<file path="src/sv/tvs_pkg.sv">
// ----------------------------------------------------------------------------
// tvs_pkg
// Shared widths, types, register indexes and blend helpers for the
// trilinear volume sampler.
// ----------------------------------------------------------------------------
package tvs_pkg;

	localparam int FRAC_BITS   = 8;
	localparam int SAMPLE_BITS = 16;
	localparam int DIM_BITS    = 11;
	localparam int COORD_BITS  = DIM_BITS + FRAC_BITS;
	localparam int OUT_BITS    = SAMPLE_BITS + FRAC_BITS;
	localparam int CFG_IDX_BITS = 2;

	typedef logic signed [COORD_BITS-1:0]  coord_t;
	typedef logic signed [SAMPLE_BITS-1:0] sample_t;
	typedef logic signed [OUT_BITS-1:0]    out_t;
	typedef logic        [DIM_BITS-1:0]    dim_t;
	typedef logic        [FRAC_BITS-1:0]   weight_t;
	typedef logic        [CFG_IDX_BITS-1:0] cfg_idx_t;

	// configuration register indexes
	localparam cfg_idx_t CFG_DIM_X = 2'd0;
	localparam cfg_idx_t CFG_DIM_Y = 2'd1;
	localparam cfg_idx_t CFG_DIM_Z = 2'd2;

	localparam dim_t DIM_RESET = DIM_BITS'(256);

	typedef struct packed {
		dim_t dim_x;
		dim_t dim_y;
		dim_t dim_z;
	} dims_t;

	// (1-w)*a + w*b on raw samples, written as a*2^F + w*(b-a); keeps F fraction bits
	function automatic out_t lerp_x(input sample_t a, input sample_t b, input weight_t w);
		logic signed [SAMPLE_BITS:0]             d;
		logic signed [SAMPLE_BITS+FRAC_BITS+1:0] p;
		logic signed [SAMPLE_BITS+FRAC_BITS+1:0] s;
		d = $signed({b[SAMPLE_BITS-1], b}) - $signed({a[SAMPLE_BITS-1], a});
		p = d * $signed({1'b0, w});
		s = p + $signed({{2{a[SAMPLE_BITS-1]}}, a, {FRAC_BITS{1'b0}}});
		return s[OUT_BITS-1:0];
	endfunction

	// same blend on F-fraction values, low F bits dropped (floor)
	function automatic out_t lerp_yz(input out_t a, input out_t b, input weight_t w);
		logic signed [OUT_BITS:0]             d;
		logic signed [OUT_BITS+FRAC_BITS+1:0] p;
		logic signed [OUT_BITS+FRAC_BITS+1:0] s;
		d = $signed({b[OUT_BITS-1], b}) - $signed({a[OUT_BITS-1], a});
		p = d * $signed({1'b0, w});
		s = p + $signed({{2{a[OUT_BITS-1]}}, a, {FRAC_BITS{1'b0}}});
		return s[OUT_BITS+FRAC_BITS-1:FRAC_BITS];
	endfunction

endpackage

</file>
<file path="src/sv/trilinear_volume_sampler.sv">
// ----------------------------------------------------------------------------
// trilinear_volume_sampler
// Trilinear blend of eight voxel values at a fixed-point sample point,
// with a bound test of the base cell against the configured volume size.
// ----------------------------------------------------------------------------
// Stages: x, y and z blend stages, each registered, lie between input beat and output beat.
// Throughput: one beat per cycle while out_ready is high; each stage has its own multiplier lane
// per blend, and a stalled stage holds while empty stages upstream still fill.
// Reset: arst_n clears all stage valids and sets dim_x/y/z to 256.
// ----------------------------------------------------------------------------
module trilinear_volume_sampler (
	input  logic                      clk,
	input  logic                      arst_n,
	// configuration
	input  logic                      cfg_we,
	input  tvs_pkg::cfg_idx_t         cfg_index,
	input  tvs_pkg::dim_t             cfg_data,
	// input channel
	input  logic                      in_valid,
	output logic                      in_ready,
	input  tvs_pkg::coord_t           coord_x,
	input  tvs_pkg::coord_t           coord_y,
	input  tvs_pkg::coord_t           coord_z,
	input  tvs_pkg::sample_t          corner_000,
	input  tvs_pkg::sample_t          corner_100,
	input  tvs_pkg::sample_t          corner_010,
	input  tvs_pkg::sample_t          corner_110,
	input  tvs_pkg::sample_t          corner_001,
	input  tvs_pkg::sample_t          corner_101,
	input  tvs_pkg::sample_t          corner_011,
	input  tvs_pkg::sample_t          corner_111,
	// output channel
	output logic                      out_valid,
	input  logic                      out_ready,
	output tvs_pkg::out_t             sample_value,
	output logic                      in_range
);
	import tvs_pkg::*;

	// volume size registers
	dims_t dims_q;

	always_ff @(posedge clk or negedge arst_n) begin
		if (!arst_n) begin
			dims_q.dim_x <= DIM_RESET;
			dims_q.dim_y <= DIM_RESET;
			dims_q.dim_z <= DIM_RESET;
		end else if (cfg_we) begin
			case (cfg_index)
				CFG_DIM_X: dims_q.dim_x <= cfg_data;
				CFG_DIM_Y: dims_q.dim_y <= cfg_data;
				CFG_DIM_Z: dims_q.dim_z <= cfg_data;
				default: ;	// unmapped index, write dropped
			endcase
		end
	end

	// bound test on the incoming beat
	logic ok_in;

	tvs_bounds u_bounds (
		.coord_x (coord_x),
		.coord_y (coord_y),
		.coord_z (coord_z),
		.dims    (dims_q),
		.ok      (ok_in)
	);

	// stage handshake: a stage takes a new beat when empty or when it drains
	logic v_s1, v_s2, v_s3;
	logic rdy_s1, rdy_s2, rdy_s3;

	assign rdy_s3   = !v_s3 || out_ready;
	assign rdy_s2   = !v_s2 || rdy_s3;
	assign rdy_s1   = !v_s1 || rdy_s2;
	assign in_ready = rdy_s1;

	always_ff @(posedge clk or negedge arst_n) begin
		if (!arst_n) begin
			v_s1 <= 1'b0;
			v_s2 <= 1'b0;
			v_s3 <= 1'b0;
		end else begin
			if (rdy_s1) v_s1 <= in_valid;
			if (rdy_s2) v_s2 <= v_s1;
			if (rdy_s3) v_s3 <= v_s2;
		end
	end

	// stage 1: blend along x, four lanes
	out_t    x00_s1, x10_s1, x01_s1, x11_s1;
	weight_t wy_s1, wz_s1;
	logic    ok_s1;

	always_ff @(posedge clk) begin
		if (rdy_s1 && in_valid) begin
			x00_s1 <= lerp_x(corner_000, corner_100, coord_x[FRAC_BITS-1:0]);
			x10_s1 <= lerp_x(corner_010, corner_110, coord_x[FRAC_BITS-1:0]);
			x01_s1 <= lerp_x(corner_001, corner_101, coord_x[FRAC_BITS-1:0]);
			x11_s1 <= lerp_x(corner_011, corner_111, coord_x[FRAC_BITS-1:0]);
			wy_s1  <= coord_y[FRAC_BITS-1:0];
			wz_s1  <= coord_z[FRAC_BITS-1:0];
			ok_s1  <= ok_in;
		end
	end

	// stage 2: blend along y, two lanes, floor back to F fraction bits
	out_t    y0_s2, y1_s2;
	weight_t wz_s2;
	logic    ok_s2;

	always_ff @(posedge clk) begin
		if (rdy_s2 && v_s1) begin
			y0_s2 <= lerp_yz(x00_s1, x10_s1, wy_s1);
			y1_s2 <= lerp_yz(x01_s1, x11_s1, wy_s1);
			wz_s2 <= wz_s1;
			ok_s2 <= ok_s1;
		end
	end

	// stage 3: blend along z; out-of-range beats forced to zero here
	out_t res_s3;
	logic ok_s3;

	always_ff @(posedge clk) begin
		if (rdy_s3 && v_s2) begin
			res_s3 <= ok_s2 ? lerp_yz(y0_s2, y1_s2, wz_s2) : '0;
			ok_s3  <= ok_s2;
		end
	end

	assign out_valid    = v_s3;
	assign sample_value = res_s3;
	assign in_range     = ok_s3;

endmodule

</file>
<file path="src/sv/tvs_bounds.sv">
// ----------------------------------------------------------------------------
// tvs_bounds
// Base cell test: 0 <= floor(coord) < dim - 1 on all three axes.
// ----------------------------------------------------------------------------
module tvs_bounds (
	input  tvs_pkg::coord_t coord_x,
	input  tvs_pkg::coord_t coord_y,
	input  tvs_pkg::coord_t coord_z,
	input  tvs_pkg::dims_t  dims,
	output logic            ok
);
	import tvs_pkg::*;

	logic ok_x, ok_y, ok_z;

	// base + 1 < dim avoids the wrap of dim - 1 when dim is zero
	function automatic logic axis_ok(input coord_t c, input dim_t d);
		logic [DIM_BITS-1:0] b1;
		b1 = {1'b0, c[COORD_BITS-2:FRAC_BITS]} + DIM_BITS'(1);
		return !c[COORD_BITS-1] && (b1 < d);
	endfunction

	always_comb begin
		ok_x = axis_ok(coord_x, dims.dim_x);
		ok_y = axis_ok(coord_y, dims.dim_y);
		ok_z = axis_ok(coord_z, dims.dim_z);
		ok   = ok_x && ok_y && ok_z;
	end

endmodule
</file>
<file path="config.mk">
export PLATFORM = sky130hd
export DESIGN_NAME = trilinear_volume_sampler
export DESIGN_NICKNAME = d
export VERILOG_FILES = /design/src/sv/tvs_pkg.sv /design/src/sv/trilinear_volume_sampler.sv /design/src/sv/tvs_bounds.sv
export SDC_FILE = /design/constraint.sdc
export NUM_CORES = 2
export LEC_CHECK = 0
export BUFFER_PORTS_ARGS = -buffer_cell sky130_fd_sc_hd__buf_2
export CAP_MARGIN = 40
export CELL_PAD_IN_SITES_DETAIL_PLACEMENT = 1
export CELL_PAD_IN_SITES_GLOBAL_PLACEMENT = 2
export CORE_ASPECT_RATIO = 1.4
export CORE_MARGIN = 2
export CORE_UTILIZATION = 25
export DETAILED_ROUTE_END_ITERATION = 10
export PLACE_DENSITY = 0.62
export SLEW_MARGIN = 20
export SYNTH_ARGS = -nofsm -noshare
export SYNTH_HDL_FRONTEND = slang
export SYNTH_SLANG_ARGS = --single-unit
</file>
<file path="constraint.sdc">
create_clock -name clk -period 9.15 [get_ports clk]
set_clock_uncertainty 0.1 [all_clocks]
set_input_delay 1.83 -clock clk [delete_from_list [all_inputs] [get_ports clk]]
set_output_delay 1.83 -clock clk [all_outputs]
set_load 0.01 [all_outputs]
</file>
==> summary.md <==
| Metric | Value |
|---|---|
| Status | `complete, no violations` |
| Clk_lat worst skew | `0.60 ns` |
| Synth warn | `0` |
| Slowest-stage cell, CP | `fa_1` |
| GRT Residual Overflow | `0` |
| Clock Tree Buf Depth | `3` |
| Drt pass-1 iters | `5` |
| H-Tree Depth | `2` |
| Final Net Count | `8505` |
| Multi-input logic area | `0.0446 sq mm` |
| Minimum clock period | `8.65 ns` |
| Post-synth net total | `approximately 8000` |
| Worst setup EP type | `register` |
| DIE AREA | `between 0.2 and 0.25 sq mm` |
| Vias per cell | `4.43` |
| Die H | `between 500 and 600 um` |
| Synth top area share | `a little over a third` |
| CP arrival | `8.96 ns` |
| Top post-synthesis cells by area | `fa_1 35%, ha_1 12%, edfxtp_1 10%, inv_1 8.9%, and2_1 5.6%` |
| Worst-path clk slew | `0.06 ns` |
| Worst-path maximum fanout | `5` |
| First-pass GRT wire length | `around 280000 um` |
| R2R setup slack | `0.50 ns` |
| Pin count of the biggest net entering global routing | `58` |
| Slew Limit Fails | `0` |
| Dpl hpwl | `147000 um` |
| Initial Utilization | `25.1%` |
| Number of port buffers | `229` |
| IO Count | `230` |
| Hold Path Depth | `0` |
| Hold endpoint | `ok_s2` |
| Drt wl/cell | `around 17 um` |
| Final GP Congestion | `0.806` |
| FFs w/ async S/R, synth | `around 16%` |
| Die X | `408 um` |
| EDFF count, synth | `195` |
| Post-Syn Instances | `approximately 6300` |
| Post-synth top area cell | `fa_1` |
| Setup TNS | `0 ns` |
| Post-synthesis sequential area ratio | `11.8%` |
| Final period util | `94.6%` |
| Critical hold path startpoint | `ok_s1` |
| Number of DRC markers in iteration 0 | `1339` |
| Routed Antenna Nets | `0` |
| Cell mode on critical path | `fa_1` |
| CP Data Required Time | `9.46 ns` |
| Top_reg_cell synth | `edfxtp_1` |
| Cell count of the worst reg-to-reg path | `31` |
| Fmax | `116 MHz` |
| Worst reg2reg startpoint | `x01_s1[1]` |
| #FFs+latches synth | `231` |
| Maxcap violations | `0` |
| Number of distinct library cells after synthesis | `a little over 90` |
| Rows | `207` |
| GRT Util Overall | `15.0%` |
| Slew @ Worst Pin | `~0.84 ns` |
| R2r endpoint | `y1_s2[23]` |
| Layout area overhead | `15.0%` |
| Vias in the first global route | `50100` |
| Reg area | `slightly below 0.007 sq mm` |
| RSZ-0062 raised after global routing | `no` |
| Vias | `43500` |
| CTS tree | `built` |
| CORE AREA | `0.227 sq mm` |
| Layout cells sized above 1 | `around 11%` |
| Final Hold Fails | `0` |
| CTS buffer count | `35` |
| DRC viols | `0` |
| Hold Slack | `between 0.3 and 0.4 ns` |
| Post-CTS Hold Buffers | `0` |
| Clock tree sinks | `approximately 230` |
| Fillers | `roughly 27000` |
| Root Driver | `clkbuf_16` |
| Post-CTS Setup Bufs | `0` |
| Relative slew slack | `a little over two fifths` |
| Initial antenna violation count | `10` |
| Startpoint Class | `register` |
| Post-Syn Area | `0.0571 sq mm` |
| Post-CTS sizing | `0` |
| CP peak stage delay | `around 0.55 ns` |
| Worst hold-check path type | `reg -> reg` |
| Final setup fails | `0` |
| Kind of critical path | `reg -> reg` |
| Detailed Route WL | `approximately 170000 um` |
| Mean Syn Cell Area | `9.09 sq um` |
## cells in the mapped netlist, types with 12 or more instances
cell type and count:
a211oi_1 28, a21boi_0 19, a21o_1 50, a21oi_1 119
a311oi_1 25, a31oi_1 36, and2_1 509, and3_1 44
clkbuf_1 182, dfrtp_1 33, edfxtp_1 195, fa_1 998
ha_1 552, inv_1 1358, mux2_2 32, nand2_1 647
nand2b_1 65, nand3_1 128, nand3b_1 22, nand4_1 18
nor2_1 201, nor2b_1 141, nor3_1 87, nor3b_1 30
o211ai_1 28, o21a_1 49, o21ai_0 109, o21bai_1 17
o22ai_1 23, o311ai_0 21, o31ai_1 12, or3_1 33
xnor2_1 210, xor2_1 68
## worst max path at each step
stage / start / endpoint / slack (ns) / cells past startpoint
after floorplan: corner_001[2] / x01_s1[22] / 0.43 / 29
after global placement: corner_111[0] / x11_s1[23] / -0.25 / 31
after detailed placement: corner_111[0] / x11_s1[23] / -0.20 / 31
after CTS: y0_s2[1] / sample_value[20] / 0.26 / 30
after global routing: corner_001[1] / x01_s1[22] / 0.0007 / 32
final: x01_s1[1] / y1_s2[23] / 0.50 / 31
## cells in the final DEF (no fill, tap or decap), types with 65 or more instances in the layout
cell / Yosys / routed
inv_1: 1358 / 1358
fa_1: 998 / 998
nand2_1: 647 / 647
ha_1: 552 / 552
and2_1: 509 / 507
buf_4: 0 / 372
buf_2: 1 / 228
xnor2_1: 210 / 208
nor2_1: 201 / 201
edfxtp_1: 195 / 195
nor2b_1: 141 / 141
nand3_1: 128 / 128
a21oi_1: 119 / 118
o21ai_0: 109 / 104
nor3_1: 87 / 87
xor2_1: 68 / 67
nand2b_1: 65 / 65
## area by class of cell
type	instances	area share, %
flip-flops and latches	231	10.3
well taps	3030	5.77
inverters	1359	7.77
clock inverters	23	0.313
clock buffers	41	1.37
multi-input cells	4505	67.9
diodes	2	0.00762
repair buffers	620	6.57
## state kept, by name (all words and copies together), names as in the netlist
register / flops
dims_q: 33
sample_value: 24
x00_s1: 24
x01_s1: 24
x10_s1: 24
x11_s1: 24
y0_s2: 24
y1_s2: 24
wy_s1: 8
wz_s1: 8
wz_s2: 8
in_range: 1
ok_s1: 1
ok_s2: 1
out_valid: 1
v_s1: 1
v_s2: 1
## cells by family (layout without fill, tap and decap cells)
family | count (synthesis) | in the layout | synth area share [%]
AOI/OAI and AO/OA | 660 | 660 | 8.12
xor gates and xnor gates | 278 | 278 | 4.26
adders and majority gates | 1550 | 1550 | 47.1
buffers and inverters | 1548 | 2043 | 10.2
DFF | 231 | 231 | 11.8
muxes | 42 | 42 | 0.807
other | 0 | 2 | 0
and+or+nand+nor | 1975 | 1975 | 17.7
## through the flow
step / worst slack, ns / utilization (%) / instance area (sq um) / std cells
floorplan: 0.432 / - / 57100 / 6284
global placement: -0.250 / 28.3 / 64200 / 9729
detailed placement: -0.197 / 28.4 / 64400 / 9739
CTS: 0.256 / 28.8 / 65500 / 9803
global route: 0.000660 / 28.9 / 65700 / 9810
finish: 0.497 / 28.9 / 65700 / 9811
## worst max-delay path, delay by kind of cell, from the launching register on
kind                     cells  cell delay, ns
AND/OR/NAND/NOR              2            0.20
multiplexers                 2            0.53
AO/OA/AOI/OAI               15            3.59
buffers and inverters        4            0.30
XOR/XNOR                     1            0.26
flip-flops                   1            0.43
adder cells (fa/ha/maj)      7            3.05
## per-layer routing
metal  global-route usage, %  routed length [um]
met3                    1.37                3850
met2                    29.2               92400
met4                    3.30                3650
met1                    17.4               71500
met5                       0                  25
Power is not shown: default switching activity piles up to over one toggle a cycle in this logic, so the estimate is an artifact.
